**src/rtl/core/hpack_hfp_pkg.sv**
```systemverilog
// Shared types, codes and constants of the HPACK header field parser.
// Used by hpack_hfp_core and hpack_header_field_parser_top; depends on nothing.

package hpack_hfp_pkg;

    // Width of the number field and of the limit register.
    localparam int unsigned NUM_W = 20;
    // Integer accumulator width. It is one bit wider than any limit, so a
    // saturated value always lies above the limit.
    localparam int unsigned ACC_W = NUM_W + 1;
    localparam int unsigned LENGTH_BITS_DEF = 20;
    localparam logic [NUM_W-1:0] MAX_INTEGER_RESET = 20'd65535;

    typedef enum logic [2:0] {
        EV_DONE  = 3'd0,
        EV_LEN   = 3'd1,
        EV_BYTE  = 3'd2,
        EV_ERR   = 3'd3,
        EV_BLOCK = 3'd4
    } event_t;

    typedef enum logic [2:0] {
        KIND_INDEXED     = 3'd0,
        KIND_INCREMENTAL = 3'd1,
        KIND_WITHOUT_IDX = 3'd2,
        KIND_NEVER_IDX   = 3'd3,
        KIND_SIZE_UPDATE = 3'd4
    } kind_t;

    typedef enum logic [2:0] {
        ST_OK         = 3'd0,
        ST_ZERO_INDEX = 3'd1,
        ST_TOO_LARGE  = 3'd2,
        ST_EOS        = 3'd3,
        ST_TRUNCATED  = 3'd4
    } status_t;

    typedef enum logic [5:0] {
        PH_FIRST     = 6'b000001,
        PH_IDX_CONT  = 6'b000010,
        PH_LEN_FIRST = 6'b000100,
        PH_LEN_CONT  = 6'b001000,
        PH_STR       = 6'b010000,
        PH_DRAIN     = 6'b100000
    } phase_t;

    typedef struct packed {
        event_t           ev;
        kind_t            kind;
        logic [NUM_W-1:0] number;
        logic [7:0]       sbyte;
        logic             is_name;
        logic             huff;
        status_t          status;
        logic             last;
    } result_t;

    function automatic result_t mk_result(event_t ev, logic [NUM_W-1:0] number,
                                          logic [7:0] sbyte, logic is_name,
                                          logic huff, status_t status);
        result_t r;
        r.ev      = ev;
        r.kind    = KIND_INDEXED;
        r.number  = number;
        r.sbyte   = sbyte;
        r.is_name = is_name;
        r.huff    = huff;
        r.status  = status;
        r.last    = 1'b0;
        return r;
    endfunction

endpackage

```
**src/rtl/core/hpack_hfp_core.sv**
```systemverilog
// Per-byte parsing state and result generation of the HPACK header field parser.
// Depends on hpack_hfp_pkg; instantiated by hpack_header_field_parser_top.

module hpack_hfp_core #(
    parameter int unsigned LENGTH_BITS = hpack_hfp_pkg::LENGTH_BITS_DEF
) (
    input  logic                                    aclk,
    input  logic                                    aresetn,
    input  logic                                    fire,
    input  logic [7:0]                              data_byte,
    input  logic                                    blk_end,
    input  logic [hpack_hfp_pkg::NUM_W-1:0]         max_integer,
    output hpack_hfp_pkg::result_t                  res0,
    output hpack_hfp_pkg::result_t                  res1,
    output logic [1:0]                              res_cnt
);

    localparam int unsigned NUM_W = hpack_hfp_pkg::NUM_W;
    localparam int unsigned ACC_W = hpack_hfp_pkg::ACC_W;
    localparam int unsigned CNT_W = (LENGTH_BITS < NUM_W) ? LENGTH_BITS : NUM_W;
    localparam logic [NUM_W-1:0] CNT_MAX = NUM_W'((64'd1 << CNT_W) - 64'd1);

    hpack_hfp_pkg::phase_t phase_reg, phase_next;
    hpack_hfp_pkg::kind_t  kind_reg, kind_next;
    logic [ACC_W-1:0]      acc_reg, acc_next;
    logic [4:0]            shift_reg, shift_next;
    logic [CNT_W-1:0]      rem_reg, rem_next;
    logic [CNT_W-1:0]      held_reg, held_next;
    logic                  name_reg, name_next;
    logic                  huff_reg, huff_next;
    logic [23:0]           recent_reg, recent_next;
    logic [1:0]            fill_reg, fill_next;

    logic [NUM_W-1:0]       limit;
    hpack_hfp_pkg::result_t rs [2];
    logic [1:0]             cnt_c;

    assign limit = (max_integer > CNT_MAX) ? CNT_MAX : max_integer;

    always_comb begin
        logic [ACC_W+6:0] sum_w;
        logic [ACC_W-1:0] sum_v;
        logic [ACC_W-1:0] int_v;
        logic             int_fire;
        logic             idx_path;
        logic             err_now;
        logic [6:0]       pmax;
        logic [6:0]       pfield;
        logic [5:0]       shift_sum;
        logic [CNT_W-1:0] rem_dec;

        phase_next  = phase_reg;
        kind_next   = kind_reg;
        acc_next    = acc_reg;
        shift_next  = shift_reg;
        rem_next    = rem_reg;
        held_next   = held_reg;
        name_next   = name_reg;
        huff_next   = huff_reg;
        recent_next = recent_reg;
        fill_next   = fill_reg;

        rs[0]    = hpack_hfp_pkg::mk_result(hpack_hfp_pkg::EV_DONE, '0, '0, 1'b0, 1'b0,
                                            hpack_hfp_pkg::ST_OK);
        rs[1]    = rs[0];
        cnt_c    = 2'd0;
        int_fire = 1'b0;
        idx_path = 1'b0;
        err_now  = 1'b0;
        int_v    = '0;
        pmax     = 7'h7f;
        pfield   = '0;

        // Continuation byte of a prefix integer, saturating once out of range.
        shift_sum = {1'b0, shift_reg} + 6'd7;
        if (shift_reg >= 5'(ACC_W)) begin
            sum_w = '0;
            sum_v = (data_byte[6:0] != 7'd0) ? '1 : acc_reg;
        end else begin
            sum_w = {7'd0, acc_reg} + ((ACC_W+7)'(data_byte[6:0]) << shift_reg);
            sum_v = (|sum_w[ACC_W+6:ACC_W]) ? '1 : sum_w[ACC_W-1:0];
        end
        rem_dec = (rem_reg != '0) ? rem_reg - CNT_W'(1) : rem_reg;

        if (phase_reg == hpack_hfp_pkg::PH_DRAIN) begin
            if (blk_end) begin
                rs[0] = hpack_hfp_pkg::mk_result(hpack_hfp_pkg::EV_BLOCK, '0, '0, 1'b0,
                                                 1'b0, hpack_hfp_pkg::ST_OK);
                cnt_c = 2'd1;
                phase_next = hpack_hfp_pkg::PH_FIRST;
            end
        end else begin
            unique case (phase_reg)
                hpack_hfp_pkg::PH_IDX_CONT, hpack_hfp_pkg::PH_LEN_CONT: begin
                    idx_path = (phase_reg == hpack_hfp_pkg::PH_IDX_CONT);
                    acc_next = sum_v;
                    if (data_byte[7]) begin
                        shift_next = (shift_sum > 6'd31) ? 5'd31 : shift_sum[4:0];
                    end else begin
                        int_fire = 1'b1;
                        int_v    = sum_v;
                    end
                end
                hpack_hfp_pkg::PH_LEN_FIRST: begin
                    huff_next = data_byte[7];
                    if (data_byte[6:0] != 7'h7f) begin
                        int_fire = 1'b1;
                        int_v    = ACC_W'(data_byte[6:0]);
                    end else begin
                        acc_next   = ACC_W'(7'h7f);
                        shift_next = 5'd0;
                        phase_next = hpack_hfp_pkg::PH_LEN_CONT;
                    end
                end
                hpack_hfp_pkg::PH_STR: begin
                    // Four bytes of all ones but the top two bits: the EOS code.
                    if (fill_reg == 2'd3 && recent_reg == 24'h3fffff && data_byte == 8'hff) begin
                        err_now    = 1'b1;
                        phase_next = hpack_hfp_pkg::PH_DRAIN;
                        rs[cnt_c[0]] = hpack_hfp_pkg::mk_result(hpack_hfp_pkg::EV_ERR, '0,
                                           '0, 1'b0, 1'b0, hpack_hfp_pkg::ST_EOS);
                        cnt_c = cnt_c + 2'd1;
                    end else begin
                        recent_next = {recent_reg[15:0], data_byte};
                        if (fill_reg != 2'd3) begin
                            fill_next = fill_reg + 2'd1;
                        end
                        rem_next = rem_dec;
                        rs[cnt_c[0]] = hpack_hfp_pkg::mk_result(hpack_hfp_pkg::EV_BYTE,
                                           NUM_W'(rem_dec), data_byte, name_reg, huff_reg,
                                           hpack_hfp_pkg::ST_OK);
                        cnt_c = cnt_c + 2'd1;
                        if (rem_dec == '0) begin
                            if (name_reg) begin
                                name_next  = 1'b0;
                                phase_next = hpack_hfp_pkg::PH_LEN_FIRST;
                            end else begin
                                phase_next = hpack_hfp_pkg::PH_FIRST;
                                rs[cnt_c[0]] = hpack_hfp_pkg::mk_result(
                                                   hpack_hfp_pkg::EV_DONE, NUM_W'(held_reg),
                                                   '0, 1'b0, 1'b0, hpack_hfp_pkg::ST_OK);
                                cnt_c = cnt_c + 2'd1;
                            end
                        end
                    end
                end
                default: begin
                    // First byte of a representation: the leading bits give the kind.
                    idx_path   = 1'b1;
                    phase_next = hpack_hfp_pkg::PH_FIRST;
                    priority if (data_byte[7]) begin
                        kind_next = hpack_hfp_pkg::KIND_INDEXED;
                        pmax      = 7'h7f;
                    end else if (data_byte[6]) begin
                        kind_next = hpack_hfp_pkg::KIND_INCREMENTAL;
                        pmax      = 7'h3f;
                    end else if (data_byte[5]) begin
                        kind_next = hpack_hfp_pkg::KIND_SIZE_UPDATE;
                        pmax      = 7'h1f;
                    end else if (data_byte[4]) begin
                        kind_next = hpack_hfp_pkg::KIND_NEVER_IDX;
                        pmax      = 7'h0f;
                    end else begin
                        kind_next = hpack_hfp_pkg::KIND_WITHOUT_IDX;
                        pmax      = 7'h0f;
                    end
                    pfield = data_byte[6:0] & pmax;
                    if (pfield < pmax) begin
                        int_fire = 1'b1;
                        int_v    = ACC_W'(pfield);
                    end else begin
                        acc_next   = ACC_W'(pmax);
                        shift_next = 5'd0;
                        phase_next = hpack_hfp_pkg::PH_IDX_CONT;
                    end
                end
            endcase

            if (int_fire) begin
                if (int_v > ACC_W'(limit)) begin
                    err_now    = 1'b1;
                    phase_next = hpack_hfp_pkg::PH_DRAIN;
                    rs[cnt_c[0]] = hpack_hfp_pkg::mk_result(hpack_hfp_pkg::EV_ERR, '0, '0,
                                       1'b0, 1'b0, hpack_hfp_pkg::ST_TOO_LARGE);
                    cnt_c = cnt_c + 2'd1;
                end else if (idx_path) begin
                    if (kind_next == hpack_hfp_pkg::KIND_INDEXED && int_v == '0) begin
                        err_now    = 1'b1;
                        phase_next = hpack_hfp_pkg::PH_DRAIN;
                        rs[cnt_c[0]] = hpack_hfp_pkg::mk_result(hpack_hfp_pkg::EV_ERR, '0,
                                           '0, 1'b0, 1'b0, hpack_hfp_pkg::ST_ZERO_INDEX);
                        cnt_c = cnt_c + 2'd1;
                    end else if (kind_next == hpack_hfp_pkg::KIND_INDEXED ||
                                 kind_next == hpack_hfp_pkg::KIND_SIZE_UPDATE) begin
                        phase_next = hpack_hfp_pkg::PH_FIRST;
                        rs[cnt_c[0]] = hpack_hfp_pkg::mk_result(hpack_hfp_pkg::EV_DONE,
                                           NUM_W'(int_v), '0, 1'b0, 1'b0,
                                           hpack_hfp_pkg::ST_OK);
                        cnt_c = cnt_c + 2'd1;
                    end else begin
                        // A literal: index zero means a new name string follows.
                        held_next  = CNT_W'(int_v);
                        name_next  = (int_v == '0);
                        phase_next = hpack_hfp_pkg::PH_LEN_FIRST;
                    end
                end else if (int_v == '0) begin
                    if (name_reg) begin
                        name_next  = 1'b0;
                        phase_next = hpack_hfp_pkg::PH_LEN_FIRST;
                    end else begin
                        phase_next = hpack_hfp_pkg::PH_FIRST;
                        rs[cnt_c[0]] = hpack_hfp_pkg::mk_result(hpack_hfp_pkg::EV_DONE,
                                           NUM_W'(held_reg), '0, 1'b0, 1'b0,
                                           hpack_hfp_pkg::ST_OK);
                        cnt_c = cnt_c + 2'd1;
                    end
                end else begin
                    rs[cnt_c[0]] = hpack_hfp_pkg::mk_result(hpack_hfp_pkg::EV_LEN,
                                       NUM_W'(int_v), '0, name_reg, huff_next,
                                       hpack_hfp_pkg::ST_OK);
                    cnt_c       = cnt_c + 2'd1;
                    rem_next    = CNT_W'(int_v);
                    recent_next = '0;
                    fill_next   = 2'd0;
                    phase_next  = hpack_hfp_pkg::PH_STR;
                end
            end

            if (blk_end) begin
                if (err_now) begin
                    phase_next = hpack_hfp_pkg::PH_FIRST;
                end else if (phase_next == hpack_hfp_pkg::PH_FIRST) begin
                    // A representation finished on the final byte reports as block done.
                    if (cnt_c == 2'd1) begin
                        rs[0].ev = hpack_hfp_pkg::EV_BLOCK;
                    end else if (cnt_c == 2'd2) begin
                        rs[1].ev = hpack_hfp_pkg::EV_BLOCK;
                    end
                end else begin
                    rs[cnt_c[0]] = hpack_hfp_pkg::mk_result(hpack_hfp_pkg::EV_ERR, '0, '0,
                                       1'b0, 1'b0, hpack_hfp_pkg::ST_TRUNCATED);
                    cnt_c      = cnt_c + 2'd1;
                    phase_next = hpack_hfp_pkg::PH_FIRST;
                end
            end
        end

        rs[0].kind = kind_next;
        rs[1].kind = kind_next;
        if (cnt_c == 2'd1) begin
            rs[0].last = 1'b1;
        end else if (cnt_c == 2'd2) begin
            rs[1].last = 1'b1;
        end
    end

    assign res0    = rs[0];
    assign res1    = rs[1];
    assign res_cnt = cnt_c;

    always_ff @(posedge aclk) begin
        if (!aresetn) begin
            phase_reg  <= hpack_hfp_pkg::PH_FIRST;
            kind_reg   <= hpack_hfp_pkg::KIND_INDEXED;
            acc_reg    <= '0;
            shift_reg  <= '0;
            rem_reg    <= '0;
            held_reg   <= '0;
            name_reg   <= 1'b0;
            huff_reg   <= 1'b0;
            recent_reg <= '0;
            fill_reg   <= '0;
        end else if (fire) begin
            phase_reg  <= phase_next;
            kind_reg   <= kind_next;
            acc_reg    <= acc_next;
            shift_reg  <= shift_next;
            rem_reg    <= rem_next;
            held_reg   <= held_next;
            name_reg   <= name_next;
            huff_reg   <= huff_next;
            recent_reg <= recent_next;
            fill_reg   <= fill_next;
        end
    end

endmodule

```
**src/rtl/core/hpack_header_field_parser_top.sv**
```systemverilog
// HPACK header field parser: the top level with input register, limit
// register and result buffer. Depends on hpack_hfp_pkg and hpack_hfp_core.
//
// Usage: header block bytes enter on the s_ channel, one byte per item, with
// s_block_end marking the last byte of a block. Each byte yields zero, one or
// two result items on the m_ channel; m_last_result marks the last result
// caused by a byte. The limit on decoded integers is written through the cfg
// channel, which is always ready; write it only while the parser is idle.
// A byte accepted on the s_ channel goes through the input register and the
// per-byte update into the result buffer, whose head drives the m_ ports.
// Both take one byte every cycle, as long as the result buffer drains; a byte
// with two results holds the buffer until the first of them is taken.
// While the receiver stalls, the result buffer holds and one more byte is
// still taken into the input register before s_ready falls.
// Reset (synchronous, aresetn low) empties both registers, sets the limit
// to 65535 and returns the parser to the start of a header block.

module hpack_header_field_parser_top #(
    parameter int unsigned LENGTH_BITS = hpack_hfp_pkg::LENGTH_BITS_DEF
) (
    input  logic                              aclk,
    input  logic                              aresetn,
    input  logic                              s_valid,
    output logic                              s_ready,
    input  logic [7:0]                        s_data_in,
    input  logic                              s_block_end,
    output logic                              m_valid,
    input  logic                              m_ready,
    output logic [2:0]                        m_event_res,
    output logic [2:0]                        m_field_kind,
    output logic [hpack_hfp_pkg::NUM_W-1:0]   m_number,
    output logic [7:0]                        m_string_byte,
    output logic                              m_is_name,
    output logic                              m_huffman_flag,
    output logic [2:0]                        m_status,
    output logic                              m_last_result,
    input  logic                              cfg_valid,
    output logic                              cfg_ready,
    input  logic [hpack_hfp_pkg::NUM_W-1:0]   cfg_data
);

    logic                            in_valid_reg;
    logic [7:0]                      in_data_reg;
    logic                            in_end_reg;
    logic [hpack_hfp_pkg::NUM_W-1:0] max_integer_reg;

    hpack_hfp_pkg::result_t res0_reg, res1_reg;
    logic [1:0]             out_cnt_reg;

    hpack_hfp_pkg::result_t core_res0, core_res1;
    logic [1:0]             core_cnt;
    logic                   fire;
    logic                   pop;
    logic                   s_accept;

    assign m_valid   = (out_cnt_reg != 2'd0);
    assign pop       = m_valid && m_ready;
    // The core may run when the buffer is empty or gives up its last result now.
    assign fire      = in_valid_reg &&
                       (out_cnt_reg == 2'd0 || (out_cnt_reg == 2'd1 && m_ready));
    assign s_ready   = !in_valid_reg || fire;
    assign s_accept  = s_valid && s_ready;
    assign cfg_ready = 1'b1;

    hpack_hfp_core #(
        .LENGTH_BITS (LENGTH_BITS)
    ) u_core (
        .aclk        (aclk),
        .aresetn     (aresetn),
        .fire        (fire),
        .data_byte   (in_data_reg),
        .blk_end     (in_end_reg),
        .max_integer (max_integer_reg),
        .res0        (core_res0),
        .res1        (core_res1),
        .res_cnt     (core_cnt)
    );

    always_ff @(posedge aclk) begin
        if (!aresetn) begin
            in_valid_reg <= 1'b0;
        end else if (s_accept) begin
            in_valid_reg <= 1'b1;
        end else if (fire) begin
            in_valid_reg <= 1'b0;
        end
    end

    always_ff @(posedge aclk) begin
        if (s_accept) begin
            in_data_reg <= s_data_in;
            in_end_reg  <= s_block_end;
        end
    end

    always_ff @(posedge aclk) begin
        if (!aresetn) begin
            max_integer_reg <= hpack_hfp_pkg::MAX_INTEGER_RESET;
        end else if (cfg_valid && cfg_ready) begin
            max_integer_reg <= cfg_data;
        end
    end

    always_ff @(posedge aclk) begin
        if (!aresetn) begin
            out_cnt_reg <= 2'd0;
        end else if (fire) begin
            out_cnt_reg <= core_cnt;
        end else if (pop) begin
            out_cnt_reg <= out_cnt_reg - 2'd1;
        end
    end

    always_ff @(posedge aclk) begin
        if (fire) begin
            res0_reg <= core_res0;
            res1_reg <= core_res1;
        end else if (pop) begin
            res0_reg <= res1_reg;
        end
    end

    assign m_event_res    = res0_reg.ev;
    assign m_field_kind   = res0_reg.kind;
    assign m_number       = res0_reg.number;
    assign m_string_byte  = res0_reg.sbyte;
    assign m_is_name      = res0_reg.is_name;
    assign m_huffman_flag = res0_reg.huff;
    assign m_status       = res0_reg.status;
    assign m_last_result  = res0_reg.last;

`ifndef SYNTHESIS
    a_cnt_range: assert property (@(posedge aclk) disable iff (!aresetn)
        out_cnt_reg != 2'd3)
        else $error("result buffer count out of range");

    a_last_single: assert property (@(posedge aclk) disable iff (!aresetn)
        out_cnt_reg == 2'd1 |-> res0_reg.last)
        else $error("single buffered result is not marked last");

    a_last_pair: assert property (@(posedge aclk) disable iff (!aresetn)
        out_cnt_reg == 2'd2 |-> (!res0_reg.last && res1_reg.last))
        else $error("buffered result pair has wrong last marks");

    a_err_status: assert property (@(posedge aclk) disable iff (!aresetn)
        m_valid |-> ((res0_reg.ev == hpack_hfp_pkg::EV_ERR) ==
                     (res0_reg.status != hpack_hfp_pkg::ST_OK)))
        else $error("error status does not match event");
`endif

endmodule
```
**config.mk**
```make
export PLATFORM = sky130hd
export DESIGN_NAME = hpack_header_field_parser_top
export DESIGN_NICKNAME = d
export VERILOG_FILES = /design/src/rtl/core/hpack_hfp_pkg.sv /design/src/rtl/core/hpack_hfp_core.sv /design/src/rtl/core/hpack_header_field_parser_top.sv
export SDC_FILE = /design/constraint.sdc
export NUM_CORES = 1
export LEC_CHECK = 0
export BUFFER_PORTS_ARGS = -buffer_cell sky130_fd_sc_hd__buf_2
export CAP_MARGIN = 30
export CELL_PAD_IN_SITES_DETAIL_PLACEMENT = 0
export CELL_PAD_IN_SITES_GLOBAL_PLACEMENT = 1
export CORE_UTILIZATION = 43
export DETAILED_ROUTE_END_ITERATION = 10
export PLACE_DENSITY = 0.87
export SLEW_MARGIN = 10
export SYNTH_ARGS = -nofsm -noshare
export SYNTH_HDL_FRONTEND = slang
export SYNTH_SLANG_ARGS = --single-unit
```
**constraint.sdc**
```tcl
create_clock -name aclk -period 7.75 [get_ports aclk]
set_clock_uncertainty 0.15 [all_clocks]
set_input_delay 1.1625 -clock aclk [delete_from_list [all_inputs] [get_ports aclk]]
set_output_delay 1.1625 -clock aclk [all_outputs]
set_load 0.03 [all_outputs]
```
==> impl_metrics.yaml, run 1 <==
min_path:
  worst_hold_startpoint: "u_core.held_reg[14]$_SDFFE_PN0P_"
  min-delay-path-class: "flop to flop"
floorplanning:
  dieArea_mm2: 0.0316
  start_util_pct: 43.6
  io_pins: 77
  core_mm2: 0.0305
  rows: 64
  die_y_um: 178
  dieWidth_um: 178
critical_path:
  cp-startpoint: "in_data_reg[3]$_DFFE_PP_"
  crit_fanout: 22
  slowest_delay_ps: 500
  slowest_stage: "edfxtp_1"
  critPathRequiredTime_ps: 7860
  arrival_ps: 7560
  worst_setup_path_end_kind: "flop"
  worstSetupPathType: "flop to flop"
  cp-start-kind: "flop"
  critical_path_buf_inv_count: 3
  crit_path_frequent_cell: "o21ai_1"
  rr_startpoint: "in_data_reg[3]$_DFFE_PP_"
  path_delay_family: "compound AO/OA/AOI/OAI gates"
power_and_ir_drop:
  leakage_uw: 0.00588
  clkPwrFrac_pct: 38.5
  combPwrFrac_pct: 18.6
  p_sw_share_pct: 30.4
  power_density_mw_per_mm2: 195
  vdd_drop_max_mv: 0.127
  intPower_uw: 2080
  p_sw_uw: 908
  seqPwrFrac_pct: 42.9
synth:
  syn_inst: 1550
  syn_area_per_cell_um2: 8.58
  synth_top_area_share_pct: 19.0
  synth_edf_count: 81
  ys_seq_elements: 207
  synth_top_cell_by_area: "dfxtp_1"
  ys_types: 108
  synth_area_mm2: 0.0133
  synth_warnings: 0
  synth_area_leaders: "dfxtp_1 (19%), edfxtp_1 (18%), nand2_1 (4.9%), a21oi_1 (4.9%), ha_1 (4.8%)"
  ys.flop_type: "dfxtp_1"
  ys_seq_area_share_pct: 37.3
  async_flop_share_pct: 0
grt:
  grt_max_degree: 90
  grt_pass1_wl_um: 66500
  antenna_found_initial: 0
  first_global_vias: 11800
  grt.total_usage_pct: 26.7
  grt_overflow_total: 0
placement:
  dp_hpwl_um: 31200
  port_buffers: 75
  place_congestion: 0.951
  dp_cells: 1999
  dpl_cell_area_mm2: 0.0144
cts:
  insertion_delay_ps: 540
  cts.path.max_buffers: 3
  cts.sinks: 207
  cts.clk_slew.worst_paths_ps: 60
  hold_buffers: 0
  cts_root_buf: "clkbuf_16"
  ctsHtreeMaxLevel: 1
  numCtsBuffers: 24
  cts_tree: "yes"
finish:
  fillerInstances: 2889
  drive_gt1_share_pct: 18.4
  post-route-util_pct: 50.2
  layoutNonFillerInstCount: 2047
  diodes: 0
  largest_reg_flops: 32
  area_growth_pct: 15.2
  fin_nets: 1719
  layout_common_cells: "nand2_1 (175), nor2_1 (143), dfxtp_1 (123)"
  final_common_cell: "nand2_1"
  postLayoutCellArea_mm2: 0.0153
routing:
  drt_iter0_markers: 1431
  drcViolationCount: 0
  wl_per_cell_um: 20.8
  drtPass1Iterations: 6
  detail-route-antenna-nets: 0
  wl_um: 42600
  via_per_inst: 6.18
  vias: 12600
timing:
  relSlewSlack_pct: 37.4
  period_share_pct: 96.0
  hold_slack_ps: 302
  finalHoldViolCount: 0
  finalSetupViolCount: 0
  worst_pin_slew_ps: 939
  min_period_ps: 7440
  slew_viol_final: 0
  max_freq_mhz: 134
run_status:
  status: "completed"
run:
  cap_violations: 0
-- Yosys cell counts, types with 34 or more instances --
cell and instances:
nand2_1 175, nor2_1 145, a21oi_1 129, dfxtp_1 126, edfxtp_1 81, clkbuf_1 70
o21ai_0 62, ha_1 51, nor3_1 47, inv_1 42, nand3_1 36, and2_1 34
-- metal layers --
metal	GRT usage, %	wire, µm	vias to the layer above
met5	0	0	-
met4	8.55	1230	0
met3	3.60	3090	88
met2	43.4	19600	564
met1	36.4	18700	6063
li1	-	-	5933
-- metrics by stage --
stage          setup TNS [ps]  power (µW)  setup slack, ps
6_report                    0        2990              307
5_1_grt                 -49.5        3100            -47.3
4_1_cts                     0        2990             7.95
3_5_place_dp             -145        1850             -141
3_3_place_gp            -12.0        1840            -12.0
2_1_floorplan               0        1670              218
-- cell type report --
cell class / instances / area (µm²) / area share [%]
Clock buffer: 29 / 643 / 4.20
Sequential cell: 207 / 4960 / 32.3
Timing Repair Buffer: 160 / 1060 / 6.91
Multi-Input combinational cell: 1194 / 7850 / 51.2
Clock inverter: 15 / 150 / 0.980
Inverter: 46 / 178 / 1.16
Tap cell: 396 / 495 / 3.23
-- cells by family after synthesis --
| kind of cell | Yosys count | share of synthesized area (%) |
|---|---|---|
| and+or+nand+nor | 586 | 22.1 |
| AOI/OAI and AO/OA | 490 | 25.9 |
| DFF | 207 | 37.3 |
| buffers and inverters | 151 | 4.96 |
| adders and majority gates | 52 | 4.95 |
| xor gates and xnor gates | 32 | 2.11 |
| muxes | 30 | 2.62 |
| other | 2 | 0.0565 |
-- worst paths after layout --
| path | endpoint | slack [ps] | cells after the start |
|---|---|---|---|
| hold reg to reg | u_core.held_reg[14]$_SDFFE_PN0P_ | 300 | 2 |
| setup reg to reg | m_last_result$_DFFE_PP_ | 310 | 30 |
| setup / recovery | m_last_result$_DFFE_PP_ | 310 | 30 |
| hold / removal | u_core.held_reg[14]$_SDFFE_PN0P_ | 300 | 2 |
-- worst min-delay path, delay by kind of cell (launching register included) --
| kind | cells | cell delay, ps |
|---|---|---|
| and+or+nand+nor | 1 | 50 |
| AOI/OAI and AO/OA | 1 | 50 |
| DFF | 1 | 310 |
-- power by group through the flow --
stage	logic (µW)	clock network, µW	registers [µW]
floorplan	278	0	1390
detailed placement	543	0	1310
global placement	536	0	1300
global route	601	1200	1290
finish	557	1150	1280
CTS	545	1160	1280
-- timing repair --
item | CTS | global route
setup endpoints to repair | 4 | 63
pin swaps | 0 | 6
resized for setup | 3 | 40
buffers inserted | 0 | 4
Note: power is estimated with default switching activity, not from simulation.
==> inputs of run 2 (changes only) <==
--- a/config.mk
+++ b/config.mk
@@ -6,12 +6,13 @@
 export NUM_CORES = 1
 export LEC_CHECK = 0
 export BUFFER_PORTS_ARGS = -buffer_cell sky130_fd_sc_hd__buf_2
-export CAP_MARGIN = 30
+export CAP_MARGIN = 20
 export CELL_PAD_IN_SITES_DETAIL_PLACEMENT = 0
 export CELL_PAD_IN_SITES_GLOBAL_PLACEMENT = 1
 export CORE_UTILIZATION = 43
 export DETAILED_ROUTE_END_ITERATION = 10
 export PLACE_DENSITY = 0.87
+export REMOVE_ABC_BUFFERS = 1
 export SLEW_MARGIN = 10
 export SYNTH_ARGS = -nofsm -noshare
 export SYNTH_HDL_FRONTEND = slang
==> run 2 against run 1 <==
  * Die area stayed put
  * First-iteration DRC count is 7.7% lower
  * Global-route usage is 0.45 points lower
  * Clock-buffer cell count is 2 higher
  * Maximum frequency is 1.8% higher
  * Worst hold slack worse by 4.2 ps
  * Largest cell class unchanged
  * Wire length is 0.50% lower
  * Design area is 0.37% higher
  * Via count is 0.35% higher
  * Final cell count is 0.24% higher
  * Sequential power hardly changed
==> impl_metrics.yaml, run 2 (synthesized netlist as in run 1, its figures left out) <==
run_status:
  status: "completed"
placement:
  port_buffers: 75
  dp_cells: 1998
  dpl_cell_area_mm2: 0.0143
  dp_hpwl_um: 30900
  place_congestion: 0.982
timing:
  worst_pin_slew_ps: 1020
  finalSetupViolCount: 0
  setup_total_negative_slack_ps: 0
  rsz0062_at_grt: "no"
  slew_viol_final: 0
  relSlewSlack_pct: 32.1
  period_share_pct: 94.3
  max_freq_mhz: 137
  finalHoldViolCount: 0
  min_period_ps: 7310
  hold_slack_ps: 298
cts:
  hold_buffers: 0
  cts.clk_slew.worst_paths_ps: 60
  numCtsBuffers: 22
  cts.path.max_buffers: 3
  cts.sinks: 207
  cts_root_buf: "clkbuf_16"
  insertion_delay_ps: 510
  ctsHtreeMaxLevel: 1
  cts_tree: "yes"
power_and_ir_drop:
  p_sw_uw: 857
  power_density_mw_per_mm2: 187
  leakage_uw: 0.00587
  clkPwrFrac_pct: 35.7
  vdd_drop_max_mv: 0.146
  p_sw_share_pct: 29.8
  seqPwrFrac_pct: 44.6
  combPwrFrac_pct: 19.7
  p_total_uw: 2870
  intPower_uw: 2020
floorplanning:
  dieArea_mm2: 0.0316
  die_y_um: 178
  dieWidth_um: 178
  rows: 64
  io_pins: 77
  start_util_pct: 43.6
  core_mm2: 0.0305
routing:
  wl_per_cell_um: 20.7
  drcViolationCount: 0
  met1Wirelength_um: 19000
  drtPass1Iterations: 5
  drt_iter0_markers: 1321
  highest_layer: "met4"
  wl_met2_um: 18700
  vias: 12700
  met3_length_um: 3360
  via_per_inst: 6.19
  wl_um: 42400
  detail-route-antenna-nets: 0
critical_path:
  cp-start-kind: "flop"
  slowest_delay_ps: 490
  r2r_slack_ps: 440
  worstSetupPathType: "flop to flop"
  reg2reg_depth: 32
  worst_setup_path_end_kind: "flop"
  critical_path_buf_inv_count: 4
  rr_startpoint: "in_data_reg[0]$_DFFE_PP_"
  critPathRequiredTime_ps: 7960
  arrival_ps: 7520
  crit_fanout: 7
  slowest_stage: "edfxtp_1"
  path_delay_family: "compound AO/OA/AOI/OAI gates"
  r2r-end: "m_last_result$_DFFE_PP_"
grt:
  antenna_found_initial: 0
  grt_overflow_total: 0
  grt_max_degree: 49
  first_global_vias: 11900
  grt.total_usage_pct: 26.3
  grt_pass1_wl_um: 65800
finish:
  postLayoutCellArea_mm2: 0.0154
  fin_nets: 1726
  final_common_cell: "nand2_1"
  layout_common_cells: "nand2_1 (174), nor2_1 (143), dfxtp_1 (122)"
  drive_gt1_share_pct: 19.1
  area_growth_pct: 15.7
  layoutNonFillerInstCount: 2052
  largest_reg_flops: 32
  diodes: 0
run:
  cap_violations: 0
min_path:
  min-delay-path-class: "flop to flop"
  min_to: "u_core.recent_reg[22]$_SDFFE_PN0P_"
  worst_hold_startpoint: "u_core.recent_reg[22]$_SDFFE_PN0P_"
  worstHoldPathCells: 2
-- run 2: worst max path at each step --
stage / from / cells after the start / to
3_5_place_dp: u_core.shift_reg[1]$_SDFFE_PN0P_ / 31 / m_last_result$_DFFE_PP_
6_report: in_data_reg[0]$_DFFE_PP_ / 32 / m_last_result$_DFFE_PP_
5_1_grt: u_core.shift_reg[1]$_SDFFE_PN0P_ / 35 / m_last_result$_DFFE_PP_
2_1_floorplan: u_core.shift_reg[0]$_SDFFE_PN0P_ / 26 / u_core.held_reg[0]$_SDFFE_PN0P_
4_1_cts: in_data_reg[5]$_DFFE_PP_ / 30 / m_last_result$_DFFE_PP_
3_3_place_gp: u_core.shift_reg[0]$_SDFFE_PN0P_ / 31 / m_last_result$_DFFE_PP_
-- run 2: final cells by class --
type / instances / area [µm²]
Inverter: 46 / 178
Fill cell: 2916 / 15100
Clock buffer: 31 / 626
Timing Repair Buffer: 169 / 1130
Multi-Input combinational cell: 1194 / 7930
Tap cell: 396 / 495
Sequential cell: 207 / 4960
Clock inverter: 9 / 62.6
-- run 2: worst register-to-register path, delay by kind of cell, from the launching register on --
family | cells | cell delay, ps
compound gates | 18 | 3760
flops | 1 | 490
fa+ha+maj | 3 | 840
buf+inv | 4 | 550
mux | 1 | 360
simple gates | 6 | 1030
-- run 2: layer usage --
metal  GRT usage, %  up-vias
met5              0        -
li1               -     5944
met3           4.50      102
met1           36.3     6013
met4           7.98        0
met2           41.5      633
-- run 2: per-stage QoR --
stage                     util [%]  setup slack, ps
after floorplan                  -             -767
after global placement        47.0             62.0
after detailed placement      47.0             -132
after CTS                     49.4             19.9
after global routing          50.4             49.9
final                         50.4              439
-- run 2: repair_timing --
action	CTS	global route
endpoints found under the hold margin	0	0
pin swaps	0	11
gates cloned	0	0
buffers inserted	0	12
endpoints found under the setup margin	3	105
resized for setup	8	51
-- run 2: power groups by stage --
stage	Sequential, µW	Clock [µW]	Combinational, µW
after global routing	1290	1080	611
final	1280	1020	567
after floorplan	1400	0	249
after detailed placement	1310	0	547
after global placement	1300	0	538
after CTS	1280	1040	550
==> inputs of run 3 (changes only) <==
--- a/config.mk
+++ b/config.mk
@@ -9,9 +9,9 @@
 export CAP_MARGIN = 20
 export CELL_PAD_IN_SITES_DETAIL_PLACEMENT = 0
 export CELL_PAD_IN_SITES_GLOBAL_PLACEMENT = 1
-export CORE_UTILIZATION = 43
+export CORE_UTILIZATION = 48
 export DETAILED_ROUTE_END_ITERATION = 10
-export PLACE_DENSITY = 0.87
+export PLACE_DENSITY = 0.92
 export REMOVE_ABC_BUFFERS = 1
 export SLEW_MARGIN = 10
 export SYNTH_ARGS = -nofsm -noshare
==> constraint.sdc (replaced) <==
create_clock -name aclk -period 8.35 [get_ports aclk]
set_clock_uncertainty 0.15 [all_clocks]
set_input_delay 1.2525 -clock aclk [delete_from_list [all_inputs] [get_ports aclk]]
set_output_delay 1.2525 -clock aclk [all_outputs]
set_load 0.03 [all_outputs]
==> run 3 against run 2 <==
  * First-iteration DRC count up 15%
  * Total power decreased by 6.4%
  * Die area decreased by 10%
  * Utilization grew 4.9 points
  * Combinational power is 9.7% lower
  * Sequential cell count unchanged
  * Worst hold slack got worse by 1.6 ps
  * Non-clock buffer count shrank 25
  * Sequential power down 6%
  * Critical path depth down 1
  * Wire length decreased by 0.92%
  * Critical path type unchanged
  * Highest routed layer unchanged
==> impl_metrics.yaml, run 3 (synthesized netlist as in run 1, its figures left out) <==
grt:
  grt.total_usage_pct: 29.2
  grt_overflow_total: 0
  antenna_found_initial: 0
  grt_max_degree: 88
  grt_pass1_wl_um: 65900
  first_global_vias: 11800
timing:
  period_share_pct: 94.2
  worst_pin_slew_ps: 978
  min_period_ps: 7870
  rsz0062_at_grt: "no"
  finalSetupViolCount: 0
  relSlewSlack_pct: 34.3
  finalHoldViolCount: 0
  max_freq_mhz: 127
  slew_viol_final: 0
placement:
  dp_cells: 1960
  dp_hpwl_um: 30000
  place_congestion: 0.971
  port_buffers: 75
finish:
  area_growth_pct: 12.8
  fin_nets: 1703
  diodes: 0
  layoutNonFillerInstCount: 2006
  layout_common_cells: "nand2_1 (175), nor2_1 (145), a21oi_1 (126)"
  fillerInstances: 2527
  final_common_cell: "nand2_1"
  drive_gt1_share_pct: 16.3
  largest_reg_flops: 32
  post-route-util_pct: 55.4
floorplanning:
  io_pins: 77
  core_mm2: 0.0271
  die_y_um: 168
  dieArea_mm2: 0.0284
  dieWidth_um: 168
  start_util_pct: 49.1
  rows: 60
critical_path:
  arrival_ps: 7970
  cp-start-kind: "flop"
  worstSetupPathType: "flop to flop"
  critPathRequiredTime_ps: 8450
  slowest_stage: "a21oi_1"
  slowest_delay_ps: 590
  crit_fanout: 30
  worst_setup_path_end_kind: "flop"
  crit_path_frequent_cell: "buf_4"
cts:
  cts.path.max_buffers: 3
  cts.sinks: 207
  ctsHtreeMaxLevel: 1
  numCtsBuffers: 23
  cts_root_buf: "clkbuf_16"
  insertion_delay_ps: 520
  cts_tree: "yes"
  cts.clk_slew.worst_paths_ps: 60
routing:
  drt_iter0_markers: 1519
  drtPass1Iterations: 6
  vias: 12700
  drcViolationCount: 0
  wl_per_cell_um: 20.9
  wl_um: 42000
  via_per_inst: 6.33
  detail-route-antenna-nets: 0
power_and_ir_drop:
  power_density_mw_per_mm2: 179
  vdd_drop_max_mv: 0.120
  leakage_uw: 0.00573
  intPower_uw: 1880
  combPwrFrac_pct: 19.0
  seqPwrFrac_pct: 44.4
  p_sw_uw: 814
  p_sw_share_pct: 30.3
  clkPwrFrac_pct: 36.6
min_path:
  min-delay-path-class: "flop to flop"
run:
  cap_violations: 0
run_status:
  status: "completed"
[run 3: cell types whose count changed in the layout (fill, tap and decap cells not counted), moves of 6 or more]
cell	previous run	this run
buf_4	88	68
ha_1	45	51
a21oi_1	119	126
a21oi_2	11	4
ha_2	6	0
clkinv_1	7	1
[run 3: timing repair]
item / CTS / global route
pin swaps: 0 / 3
buffers inserted: 0 / 3
hold buffers: 0 / 0
gates cloned: 0 / 1
endpoints found under the setup margin: 48 / 96
resized for setup: 2 / 14
hold endpoints to repair: 0 / 0
[run 3: power by group through the flow]
stage	registers [µW]	clock network (µW)	logic, µW
5_1_grt	1200	1030	550
6_report	1200	984	512
3_3_place_gp	1210	0	488
2_1_floorplan	1300	0	231
4_1_cts	1200	993	499
3_5_place_dp	1220	0	496
[run 3: per-stage QoR]
step | setup slack (ps) | power, µW | TNS [ps] | cell area, µm² | hold slack [ps]
floorplan | -167 | 1530 | -2260 | 12800 | 277
global placement | -215 | 1700 | -2880 | 14200 | 288
detailed placement | -395 | 1710 | -10520 | 14200 | 291
CTS | 85.1 | 2690 | 0 | 14900 | 299
global route | 7.95 | 2780 | 0 | 15000 | 320
finish | 481 | 2690 | 0 | 15000 | 297
[run 3: final cells by class]
| class | instances | area [µm²] | area share [%] |
|---|---|---|---|
| multi-input cells | 1195 | 7780 | 51.8 |
| flip-flops and latches | 207 | 4960 | 33.0 |
| repair buffers | 144 | 897 | 5.98 |
| clock buffers | 35 | 686 | 4.57 |
| clock inverters | 7 | 45.0 | 0.300 |
| inverters | 46 | 178 | 1.18 |
| well taps | 372 | 465 | 3.10 |
[run 3: worst paths after layout]
kind | cells past startpoint | end | from | slack [ps]
hold / removal | 2 | u_core.recent_reg[22]$_SDFFE_PN0P_ | u_core.recent_reg[22]$_SDFFE_PN0P_ | 300
setup / recovery | 31 | m_last_result$_DFFE_PP_ | u_core.shift_reg[1]$_SDFFE_PN0P_ | 480
hold reg to reg | 2 | u_core.recent_reg[22]$_SDFFE_PN0P_ | u_core.recent_reg[22]$_SDFFE_PN0P_ | 300
setup reg to reg | 31 | m_last_result$_DFFE_PP_ | u_core.shift_reg[1]$_SDFFE_PN0P_ | 480
[run 3: worst max-delay path, delay by kind of cell (launching register included)]
family	cells	cell delay, ps
muxes	2	720
AOI/OAI and AO/OA	14	3000
and+or+nand+nor	7	1370
DFF	1	440
adders and majority gates	3	1080
buffers and inverters	5	850
[run 3: metal layers]
metal,up-vias,wire length [µm],global-route usage (%)
met5,-,0,0
li1,5907,-,-
met4,0,1430,9.88
met3,100,3410,4.26
met1,6083,18600,41.7
met2,602,18500,45.0
